$ cat src/rtl/pidc_pkg.sv
package pidc_pkg;

    // Field widths.
    localparam int SAMPLE_W   = 16;
    localparam int PERIOD_W   = 20;
    localparam int GAIN_W     = 16;
    localparam int KGAIN_W    = 20;
    localparam int CORR_W     = 16;
    localparam int ERR_W      = SAMPLE_W + 1;
    localparam int DIFF_W     = ERR_W + 1;
    localparam int MAG_W      = ERR_W;
    localparam int ES_W       = 32;
    localparam int RATE_W     = 32;

    // Stream and configuration ports.
    localparam int S_TDATA_W  = 56;
    localparam int M_TDATA_W  = 24;
    localparam int CFG_IDX_W  = 2;
    localparam int CFG_DATA_W = 20;

    // Divider: |diff| * 2^20 / period, one quotient bit a cycle.
    localparam int QUO_W      = MAG_W + PERIOD_W;
    localparam int DIV_STEPS  = QUO_W;
    localparam int DIV_CNT_W  = $clog2(DIV_STEPS + 1);

    // Shift-add multiplier: signed multiplicand, unsigned multiplier bit by bit.
    localparam int MUL_AW     = 49;
    localparam int MUL_BW     = KGAIN_W;
    localparam int MUL_HW     = MUL_AW + 2;
    localparam int MUL_PW     = MUL_HW + MUL_BW;
    localparam int MUL_CNT_W  = $clog2(MUL_BW + 1);

    // Sum of the three gain products and its scaled form.
    localparam int ACC_W      = 54;
    localparam int SMAG_W     = MUL_AW - 1;
    localparam int SCALE_LSB  = 32;
    localparam int SCALE_W    = 32;

    // Saturation limits.
    localparam logic [RATE_W-1:0]  I32_MAX     = 32'h7FFF_FFFF;
    localparam logic [RATE_W-1:0]  I32_MIN     = 32'h8000_0000;
    localparam logic [CORR_W-1:0]  OUT_MAX     = 16'h7FFF;
    localparam logic [CORR_W-1:0]  OUT_MIN     = 16'h8000;
    localparam logic [SCALE_W-1:0] OUT_POS_LIM = 32'd32767;
    localparam logic [SCALE_W-1:0] OUT_NEG_LIM = 32'd32768;

    // Register defaults.
    localparam logic [GAIN_W-1:0]  OVERALL_GAIN_RST = 16'd655;
    localparam logic [KGAIN_W-1:0] PROP_GAIN_RST    = 20'd68608;
    localparam logic [KGAIN_W-1:0] DERIV_GAIN_RST   = 20'd128;
    localparam logic [KGAIN_W-1:0] INTEG_GAIN_RST   = 20'd0;

    typedef enum logic [CFG_IDX_W-1:0] {
        REG_OVERALL_GAIN = 2'd0,
        REG_PROP_GAIN    = 2'd1,
        REG_DERIV_GAIN   = 2'd2,
        REG_INTEG_GAIN   = 2'd3
    } cfg_reg_t;

    typedef struct packed {
        logic               start;
        logic [MUL_AW-1:0]  a;
        logic [MUL_BW-1:0]  b;
    } mul_req_t;

    typedef struct packed {
        logic                start;
        logic [MAG_W-1:0]    mag;
        logic [PERIOD_W-1:0] period;
    } div_req_t;

endpackage

$ cat src/rtl/pid_correction.sv
// A sample word runs from S_PREP through the multiplier passes and S_DONE to its result word;
// a clear word goes straight to S_DONE. One word is in flight at a time. The shared 20-step
// shift-add multiplier runs four passes in turn (Kp, Ki, Kd, then G);
// the 37-step divider for the derivative overlaps the first two passes.
// Reset: asynchronous, active low; clears the integrator and previous error, empties the
// output register and loads the default gains.
module pid_correction
    import pidc_pkg::*;
(
    input  logic                  clk,
    input  logic                  rst_n,
    input  logic                  s_tvalid,
    output logic                  s_tready,
    input  logic [S_TDATA_W-1:0]  s_tdata,   // target[15:0], measured[31:16], loop_period[51:32]
    input  logic                  s_tuser,   // kind: 0 sample, 1 clear
    output logic                  m_tvalid,
    input  logic                  m_tready,
    output logic [M_TDATA_W-1:0]  m_tdata,   // correction[15:0], saturated[16]
    input  logic                  cfg_we,
    input  logic [CFG_IDX_W-1:0]  cfg_index,
    input  logic [CFG_DATA_W-1:0] cfg_data
);

    typedef enum logic [8:0] {
        S_IDLE      = 9'b000000001,
        S_PREP      = 9'b000000010,
        S_MUL_P     = 9'b000000100,
        S_MUL_I     = 9'b000001000,
        S_WAIT_RATE = 9'b000010000,
        S_MUL_D     = 9'b000100000,
        S_ABS       = 9'b001000000,
        S_SCALE     = 9'b010000000,
        S_DONE      = 9'b100000000
    } state_t;

    state_t state_reg, state_next;

    logic [GAIN_W-1:0]   overall_gain_reg;
    logic [KGAIN_W-1:0]  prop_gain_reg;
    logic [KGAIN_W-1:0]  deriv_gain_reg;
    logic [KGAIN_W-1:0]  integ_gain_reg;

    logic [ERR_W-1:0]    prev_err_reg;
    logic [ES_W-1:0]     err_sum_reg;
    logic                rate_ready_reg;
    logic                m_valid_reg;

    logic [ERR_W-1:0]    e_reg;
    logic [PERIOD_W-1:0] period_reg;
    logic                diff_neg_reg;
    logic [RATE_W-1:0]   rate_reg;
    logic [ACC_W-1:0]    sum_reg;
    logic                neg_reg;
    logic                big_reg;
    logic [CORR_W-1:0]   corr_reg;
    logic                sat_reg;
    logic [CORR_W:0]     m_data_reg;

    logic                accept;
    logic                out_free;
    logic [SAMPLE_W-1:0] target_in;
    logic [SAMPLE_W-1:0] measured_in;
    logic [ERR_W-1:0]    e_in;

    logic [DIFF_W-1:0]   diff;
    logic [DIFF_W-1:0]   diff_abs;
    logic [ES_W:0]       es_wide;
    logic [ES_W-1:0]     es_sat;

    logic [ACC_W-1:0]    sum_abs;
    logic [SCALE_W-1:0]  scaled;
    logic                gain_nz;
    logic                out_pos_sat;
    logic                out_neg_sat;

    logic                q_pos_sat;
    logic                q_neg_sat;
    logic [RATE_W-1:0]   q_low;

    mul_req_t            mul_req;
    logic                mul_done;
    logic [MUL_PW-1:0]   mul_prod;
    div_req_t            div_req;
    logic                div_done;
    logic [QUO_W-1:0]    div_quo;

    pidc_mul u_mul (
        .clk     (clk),
        .rst_n   (rst_n),
        .req     (mul_req),
        .done    (mul_done),
        .product (mul_prod)
    );

    pidc_div u_div (
        .clk      (clk),
        .rst_n    (rst_n),
        .req      (div_req),
        .done     (div_done),
        .quotient (div_quo)
    );

    assign s_tready = (state_reg == S_IDLE);
    assign accept   = s_tvalid && s_tready;
    assign out_free = !m_valid_reg || m_tready;

    assign target_in   = s_tdata[SAMPLE_W-1:0];
    assign measured_in = s_tdata[2*SAMPLE_W-1:SAMPLE_W];
    assign e_in        = {target_in[SAMPLE_W-1], target_in}
                       - {measured_in[SAMPLE_W-1], measured_in};

    assign diff     = {e_reg[ERR_W-1], e_reg} - {prev_err_reg[ERR_W-1], prev_err_reg};
    assign diff_abs = diff[DIFF_W-1] ? -diff : diff;

    // Integrator with clamping on signed overflow.
    assign es_wide = {err_sum_reg[ES_W-1], err_sum_reg}
                   + {{(ES_W + 1 - ERR_W){e_reg[ERR_W-1]}}, e_reg};
    assign es_sat  = (es_wide[ES_W] != es_wide[ES_W-1])
                   ? (es_wide[ES_W] ? I32_MIN : I32_MAX) : es_wide[ES_W-1:0];

    // Negative rates may reach one step further than positive ones.
    assign q_pos_sat = |div_quo[QUO_W-1:RATE_W-1];
    assign q_neg_sat = (|div_quo[QUO_W-1:RATE_W])
                     || (div_quo[RATE_W-1] && (|div_quo[RATE_W-2:0]));
    assign q_low     = div_quo[RATE_W-1:0];

    assign sum_abs = sum_reg[ACC_W-1] ? -sum_reg : sum_reg;

    // A magnitude at or above 2^48 times any nonzero gain is far beyond the output range.
    assign scaled      = mul_prod[SCALE_LSB+SCALE_W-1:SCALE_LSB];
    assign gain_nz     = (overall_gain_reg != '0);
    assign out_pos_sat = !neg_reg && ((big_reg && gain_nz) || (scaled > OUT_POS_LIM));
    assign out_neg_sat = neg_reg && ((big_reg && gain_nz) || (scaled > OUT_NEG_LIM));

    always_comb
    begin
        state_next = state_reg;
        case (state_reg)
            S_IDLE:
            begin
                if (accept)
                begin
                    state_next = s_tuser ? S_DONE : S_PREP;
                end
            end
            S_PREP:
            begin
                state_next = S_MUL_P;
            end
            S_MUL_P:
            begin
                if (mul_done)
                begin
                    state_next = S_MUL_I;
                end
            end
            S_MUL_I:
            begin
                if (mul_done)
                begin
                    state_next = S_WAIT_RATE;
                end
            end
            S_WAIT_RATE:
            begin
                if (rate_ready_reg)
                begin
                    state_next = S_MUL_D;
                end
            end
            S_MUL_D:
            begin
                if (mul_done)
                begin
                    state_next = S_ABS;
                end
            end
            S_ABS:
            begin
                state_next = S_SCALE;
            end
            S_SCALE:
            begin
                if (mul_done)
                begin
                    state_next = S_DONE;
                end
            end
            S_DONE:
            begin
                if (out_free)
                begin
                    state_next = S_IDLE;
                end
            end
            default:
            begin
                state_next = S_IDLE;
            end
        endcase
    end

    // Operand selection for the four multiplier passes.
    always_comb
    begin
        mul_req = '0;
        case (state_reg)
            S_PREP:
            begin
                mul_req.start = 1'b1;
                mul_req.a     = {{(MUL_AW - ERR_W){e_reg[ERR_W-1]}}, e_reg};
                mul_req.b     = prop_gain_reg;
            end
            S_MUL_P:
            begin
                mul_req.start = mul_done;
                mul_req.a     = {{(MUL_AW - ES_W){err_sum_reg[ES_W-1]}}, err_sum_reg};
                mul_req.b     = integ_gain_reg;
            end
            S_WAIT_RATE:
            begin
                mul_req.start = rate_ready_reg;
                mul_req.a     = {{(MUL_AW - RATE_W){rate_reg[RATE_W-1]}}, rate_reg};
                mul_req.b     = deriv_gain_reg;
            end
            S_ABS:
            begin
                mul_req.start = 1'b1;
                mul_req.a     = {1'b0, sum_abs[SMAG_W-1:0]};
                mul_req.b     = {{(MUL_BW - GAIN_W){1'b0}}, overall_gain_reg};
            end
            default:
            begin
                mul_req = '0;
            end
        endcase
    end

    assign div_req.start  = (state_reg == S_PREP) && (diff != '0) && (period_reg != '0);
    assign div_req.mag    = diff_abs[MAG_W-1:0];
    assign div_req.period = period_reg;

    always_ff @(posedge clk or negedge rst_n)
    begin
        if (!rst_n)
        begin
            state_reg        <= S_IDLE;
            overall_gain_reg <= OVERALL_GAIN_RST;
            prop_gain_reg    <= PROP_GAIN_RST;
            deriv_gain_reg   <= DERIV_GAIN_RST;
            integ_gain_reg   <= INTEG_GAIN_RST;
            prev_err_reg     <= '0;
            err_sum_reg      <= '0;
            rate_ready_reg   <= 1'b0;
            m_valid_reg      <= 1'b0;
        end
        else
        begin
            state_reg <= state_next;

            if (cfg_we)
            begin
                case (cfg_reg_t'(cfg_index))
                    REG_OVERALL_GAIN: overall_gain_reg <= cfg_data[GAIN_W-1:0];
                    REG_PROP_GAIN:    prop_gain_reg    <= cfg_data[KGAIN_W-1:0];
                    REG_DERIV_GAIN:   deriv_gain_reg   <= cfg_data[KGAIN_W-1:0];
                    REG_INTEG_GAIN:   integ_gain_reg   <= cfg_data[KGAIN_W-1:0];
                    default:          ;
                endcase
            end

            if (accept && s_tuser)
            begin
                prev_err_reg <= '0;
                err_sum_reg  <= '0;
            end
            else if (state_reg == S_PREP)
            begin
                prev_err_reg <= e_reg;
                err_sum_reg  <= es_sat;
            end

            if (state_reg == S_PREP)
            begin
                rate_ready_reg <= !div_req.start;
            end
            else if (div_done)
            begin
                rate_ready_reg <= 1'b1;
            end

            if ((state_reg == S_DONE) && out_free)
            begin
                m_valid_reg <= 1'b1;
            end
            else if (m_tready)
            begin
                m_valid_reg <= 1'b0;
            end
        end
    end

    always_ff @(posedge clk)
    begin
        if (accept)
        begin
            e_reg      <= e_in;
            period_reg <= s_tdata[2*SAMPLE_W+PERIOD_W-1:2*SAMPLE_W];
            corr_reg   <= '0;
            sat_reg    <= 1'b0;
        end

        if (state_reg == S_PREP)
        begin
            sum_reg      <= '0;
            diff_neg_reg <= diff[DIFF_W-1];
            if (diff == '0)
            begin
                rate_reg <= '0;
            end
            else if (period_reg == '0)
            begin
                rate_reg <= diff[DIFF_W-1] ? I32_MIN : I32_MAX;
                sat_reg  <= 1'b1;
            end
        end

        if (div_done)
        begin
            if (!diff_neg_reg && q_pos_sat)
            begin
                rate_reg <= I32_MAX;
                sat_reg  <= 1'b1;
            end
            else if (diff_neg_reg && q_neg_sat)
            begin
                rate_reg <= I32_MIN;
                sat_reg  <= 1'b1;
            end
            else
            begin
                rate_reg <= diff_neg_reg ? -q_low : q_low;
            end
        end

        if (mul_done && ((state_reg == S_MUL_P) || (state_reg == S_MUL_I)
                         || (state_reg == S_MUL_D)))
        begin
            sum_reg <= sum_reg + mul_prod[ACC_W-1:0];
        end

        if (state_reg == S_ABS)
        begin
            neg_reg <= sum_reg[ACC_W-1];
            big_reg <= |sum_abs[ACC_W-1:SMAG_W];
        end

        if ((state_reg == S_SCALE) && mul_done)
        begin
            if (out_pos_sat)
            begin
                corr_reg <= OUT_MAX;
                sat_reg  <= 1'b1;
            end
            else if (out_neg_sat)
            begin
                corr_reg <= OUT_MIN;
                sat_reg  <= 1'b1;
            end
            else
            begin
                corr_reg <= neg_reg ? -scaled[CORR_W-1:0] : scaled[CORR_W-1:0];
            end
        end

        if ((state_reg == S_DONE) && out_free)
        begin
            m_data_reg <= {sat_reg, corr_reg};
        end
    end

    assign m_tvalid = m_valid_reg;
    assign m_tdata  = {{(M_TDATA_W - CORR_W - 1){1'b0}}, m_data_reg};

endmodule

$ cat src/rtl/pidc_div.sv
module pidc_div
    import pidc_pkg::*;
(
    input  logic             clk,
    input  logic             rst_n,
    input  div_req_t         req,
    output logic             done,
    output logic [QUO_W-1:0] quotient
);

    logic                 busy_reg;
    logic                 done_reg;
    logic [DIV_CNT_W-1:0] cnt_reg;
    logic [QUO_W-1:0]     dvd_reg;
    logic [QUO_W-1:0]     quo_reg;
    logic [PERIOD_W-1:0]  rem_reg;
    logic [PERIOD_W-1:0]  dsr_reg;

    logic [PERIOD_W:0]    trial;
    logic [PERIOD_W:0]    trial_sub;
    logic                 fits;
    logic [PERIOD_W-1:0]  rem_next;

    // Restoring division: the dividend shifts in one bit a cycle, MSB first.
    assign trial     = {rem_reg, dvd_reg[QUO_W-1]};
    assign trial_sub = trial - {1'b0, dsr_reg};
    assign fits      = trial >= {1'b0, dsr_reg};
    assign rem_next  = fits ? trial_sub[PERIOD_W-1:0] : trial[PERIOD_W-1:0];

    always_ff @(posedge clk or negedge rst_n)
    begin
        if (!rst_n)
        begin
            busy_reg <= 1'b0;
            done_reg <= 1'b0;
            cnt_reg  <= '0;
        end
        else if (req.start)
        begin
            busy_reg <= 1'b1;
            done_reg <= 1'b0;
            cnt_reg  <= DIV_CNT_W'(DIV_STEPS);
        end
        else
        begin
            done_reg <= busy_reg && (cnt_reg == DIV_CNT_W'(1));
            if (busy_reg)
            begin
                cnt_reg <= cnt_reg - DIV_CNT_W'(1);
                if (cnt_reg == DIV_CNT_W'(1))
                begin
                    busy_reg <= 1'b0;
                end
            end
        end
    end

    always_ff @(posedge clk)
    begin
        if (req.start)
        begin
            dvd_reg <= {req.mag, {PERIOD_W{1'b0}}};
            dsr_reg <= req.period;
            rem_reg <= '0;
            quo_reg <= '0;
        end
        else if (busy_reg)
        begin
            dvd_reg <= {dvd_reg[QUO_W-2:0], 1'b0};
            rem_reg <= rem_next;
            quo_reg <= {quo_reg[QUO_W-2:0], fits};
        end
    end

    assign done     = done_reg;
    assign quotient = quo_reg;

endmodule

$ cat src/rtl/pidc_mul.sv
module pidc_mul
    import pidc_pkg::*;
(
    input  logic              clk,
    input  logic              rst_n,
    input  mul_req_t          req,
    output logic              done,
    output logic [MUL_PW-1:0] product
);

    logic                 busy_reg;
    logic                 done_reg;
    logic [MUL_CNT_W-1:0] cnt_reg;
    logic [MUL_AW-1:0]    a_reg;
    logic [MUL_BW-1:0]    b_reg;
    logic [MUL_PW-1:0]    acc_reg;

    logic [MUL_HW-1:0]    addend;
    logic [MUL_HW-1:0]    upper;
    logic [MUL_PW-1:0]    acc_next;

    // One multiplier bit a cycle, LSB first. The partial sum shifts right so
    // only the upper part ever sees the adder.
    assign addend   = b_reg[0] ? {{(MUL_HW - MUL_AW){a_reg[MUL_AW-1]}}, a_reg} : '0;
    assign upper    = acc_reg[MUL_PW-1:MUL_BW] + addend;
    assign acc_next = {upper[MUL_HW-1], upper, acc_reg[MUL_BW-1:1]};

    always_ff @(posedge clk or negedge rst_n)
    begin
        if (!rst_n)
        begin
            busy_reg <= 1'b0;
            done_reg <= 1'b0;
            cnt_reg  <= '0;
        end
        else if (req.start)
        begin
            busy_reg <= 1'b1;
            done_reg <= 1'b0;
            cnt_reg  <= MUL_CNT_W'(MUL_BW);
        end
        else
        begin
            done_reg <= busy_reg && (cnt_reg == MUL_CNT_W'(1));
            if (busy_reg)
            begin
                cnt_reg <= cnt_reg - MUL_CNT_W'(1);
                if (cnt_reg == MUL_CNT_W'(1))
                begin
                    busy_reg <= 1'b0;
                end
            end
        end
    end

    always_ff @(posedge clk)
    begin
        if (req.start)
        begin
            a_reg   <= req.a;
            b_reg   <= req.b;
            acc_reg <= '0;
        end
        else if (busy_reg)
        begin
            b_reg   <= {1'b0, b_reg[MUL_BW-1:1]};
            acc_reg <= acc_next;
        end
    end

    assign done    = done_reg;
    assign product = acc_reg;

endmodule

$ cat config.mk
export PLATFORM = sky130hd
export DESIGN_NAME = pid_correction
export DESIGN_NICKNAME = d
export VERILOG_FILES = /design/src/rtl/pidc_pkg.sv /design/src/rtl/pid_correction.sv /design/src/rtl/pidc_div.sv /design/src/rtl/pidc_mul.sv
export SDC_FILE = /design/constraint.sdc
export NUM_CORES = 1
export LEC_CHECK = 0
export BUFFER_PORTS_ARGS = -buffer_cell sky130_fd_sc_hd__clkbuf_2
export CAP_MARGIN = 25
export CORE_UTILIZATION = 52
export CTS_CLUSTER_DIAMETER = 120
export DETAILED_ROUTE_END_ITERATION = 10
export PLACE_DENSITY = 0.78
export SLEW_MARGIN = 20
export SYNTH_ARGS = -nofsm -noshare
export SYNTH_HDL_FRONTEND = slang
export SYNTH_SLANG_ARGS = --single-unit
$ cat constraint.sdc
create_clock -name clk -period 4.8 [get_ports clk]
set_clock_uncertainty 0.15 [all_clocks]
set_input_delay 0.96 -clock clk [delete_from_list [all_inputs] [get_ports clk]]
set_output_delay 0.96 -clock clk [all_outputs]
set_load 0.05 [all_outputs]
==> summary.txt <==
Run status
  – Status: finished, final reports clean

Setup path
  – Worst-path fanout max: 110
  – CP cell instances: ha_1, and4_1, a21oi_1, o211ai_4, and4b_1, or3_4, or4b_4, nor3_2, and4b_1, nor2_4, buf_12, mux2_1
  – CP max stage delay: roughly 0.55 ns
  – Critical Path End Type: register
  – WS Path Type: reg -> reg
  – Critical path arrival: about 4.7 ns
  – Critical path's slowest cell: or4b_4
  – Most used cell, CP: and4b_1
  – Setup crit start kind: register
  – Req. time, crit path: 5.04 ns

Power
  – LEAKAGE: about 0.016 uW
  – Pwr Density: approximately 690 mW/mm^2
  – VDD IR max: between 300 and 400 uV
  – Tot Pwr: between 20000 and 30000 uW

Cells and area
  – Layout cells sized above 1: 10.9%
  – NumNets Final: between 3000 and 4000
  – Post-layout util: around 58%
  – Most frequent cells in the layout: nor2_1 (366), nand2_1 (335), o21ai_0 (287)
  – Most common cell after layout, fill and taps aside: nor2_1
  – Antenna cells: 0
  – Syn-to-layout area delta: 9.90%
  – Max reg flops: 70

Placed design
  – RD Place Congestion: between 0.9 and 1
  – Pre-CTS setup slack: 0.361 ns
  – HPWL after DPL: 59600 microns
  – Port bufs: between 90 and 100

Timing
  – Setup TNS: 0 ns
  – RSZ-0062 raised after global routing: no
  – Final setup vio count: 0
  – Hold Violations, Final: 0
  – Fmax: roughly 0.23 GHz
  – Slew margin rel.: between 20% and 30%
  – Setup WS post-layout: between 0.3 and 0.4 ns
  – Final hold slack: about 0.034 ns
  – Tcrit/Tclk final: roughly 93%
  – Slew Viols, Final: 0
  – Tightest Pin Transition: about 1.1 ns
  – Final min period: around 4.4 ns

GRT
  – Antenna violations before repair: 0
  – Largest net degree at the start of global routing: roughly 110
  – Grt ovf: 0
  – First-pass GRT wire length: about 130000 microns
  – Vias in the first global route: between 20000 and 30000
  – Total GRT Usage: around 25%

Hold path
  – Worst Hold Class: in -> async

Clocking
  – Root buffer cell: clkbuf_16
  – # hold bufs at CTS: 0
  – CTS tree: built
  – CTS sink cnt: between 500 and 600
  – TritonCTS Buffers: 58
  – CTS Buffer Depth: 3
  – CTS H-Tree Depth: 2
  – Worst skew pair latency: ~0.64 ns
  – Post-cts sizing count: 0
  – Clock transition at path regs: 0.06 ns
  – Setup bufs post-CTS: 0

Logic synthesis
  – Post-synthesis sequential area ratio: a little over two fifths
  – Cell Area, Synth: between 0.03 and 0.04 sq mm
  – Main area contributors after synthesis: edfxtp_1 (24%), dfrtp_1 (10%), dfxtp_1 (7.6%), ha_1 (7.3%), o21ai_0 (4.3%)
  – Synth top area share: 23.6%
  – Synth Register Bits: between 500 and 600
  – Ys async rst share: between 20% and 30%
  – Cell variety after synth: 91
  – EDFF count, synth: approximately 270
  – Post-synth top area cell: edfxtp_1
  – Mapped Avg Cell Area: 9.42 sq um
  – Post-Syn Instances: 3579
  – Ys Warns: 0
  – Primary FF master, synth: edfxtp_1

Route
  – DRC Markers: 0
  – Number of vias in the routed layout: 26899
  – Number of vias per cell: 5.96
  – Antenna-violating nets left: 0
  – Final wirelength: 82800 microns
  – Avg WL per Cell: between 15 and 20 microns
  – DR iter-0 viols: around 2500
  – Drt first pass iters: 7

Die
  – Core Area: 0.0635 sq mm
  – Starting density of the core: 53.0%
  – Row count: 92
  – Die span in x: 257 microns
  – Die Span Y: 257 microns
  – I/O pin count: 110
  – Die area: 0.0658 sq mm

Job
  – Max_cap viols: 0
==> cells by family after synthesis <==
family                   Yosys count  synth area share (%)
AND/OR/NAND/NOR                 1124                  15.7
AO/OA/AOI/OAI                    923                  17.4
flip-flops                       544                  42.5
buffers and inverters            327                  3.84
XOR/XNOR                         276                  7.17
adder cells (fa/ha/maj)          202                  7.63
multiplexers                     182                  5.72
other                              1                0.0111
==> path summary, 6_finish.rpt <==
check                              from                 to  slack (ns)  cells after the start
setup / recovery               e_reg[5]  u_div.dvd_reg[28]        0.36                     12
max in group asynchronous         rst_n     u_div.busy_reg        3.75                      2
min in group clk           corr_reg[13]     m_data_reg[13]        0.27                      0
setup reg to reg               e_reg[5]  u_div.dvd_reg[28]        0.36                     12
hold / removal                    rst_n   prop_gain_reg[2]        0.03                      1
hold reg to reg            corr_reg[13]     m_data_reg[13]        0.27                      0
==> per-stage QoR <==
stage / cells / cell area, sq um
2_1_floorplan: 3585 / 33700
3_3_place_gp: 4397 / 35000
3_5_place_dp: 4401 / 35000
4_1_cts: 4511 / 37000
5_1_grt: 4512 / 37000
6_report: 4512 / 37000
==> area by class of cell <==
cell class,instances,area (sq um)
clock buffers,82,1640
clock inverters,28,329
fillers,5376,26500
inverters,150,566
multi-input cells,2714,18200
flip-flops and latches,544,14300
well taps,846,1060
repair buffers,148,945
==> metal layers <==
metal / global-route usage [%] / part of all wire (%) / vias to the layer above
met2: 40.6 / 47 / 792
met4: 9.92 / 3.8 / 0
met1: 32.9 / 44 / 12889
met5: 0 / 0 / -
li1: - / - / 13062
met3: 2.75 / 5.4 / 156
==> where the power goes <==
group | leakage, uW | total (uW) | switching [uW] | internal (uW)
Clock | 0.000953 | 4640 | 1960 | 2680
Sequential | 0.00542 | 7970 | 1350 | 6620
Combinational | 0.00913 | 13000 | 7620 | 5370
==> Yosys cell counts (28+ instances only) <==
master / number
nand2_1: 336
o21bai_1: 33
or3_1: 28
nor2b_1: 30
mux2i_1: 97
mux2_2: 82
clkbuf_1: 146
a222oi_1: 33
nand3_1: 55
xnor2_1: 132
ha_1: 196
edfxtp_1: 265
dfxtp_1: 128
nand2b_1: 28
a31oi_1: 42
and2_1: 56
inv_1: 148
a21oi_1: 222
nor3_1: 47
xor2_1: 144
a21o_1: 69
nand4_1: 40
o31ai_1: 38
nor2_1: 368
o21ai_0: 287
dfrtp_1: 140
nor4_1: 34
==> worst max-delay path, delay by kind of cell (launching register included) <==
kind                     cells  cell delay [ns]
AO/OA/AOI/OAI                2             0.40
flip-flops                   1             0.46
buffers and inverters        1             0.25
multiplexers                 1             0.36
adder cells (fa/ha/maj)      1             0.44
AND/OR/NAND/NOR              7             2.12
Power figures use the tool's default switching activity.
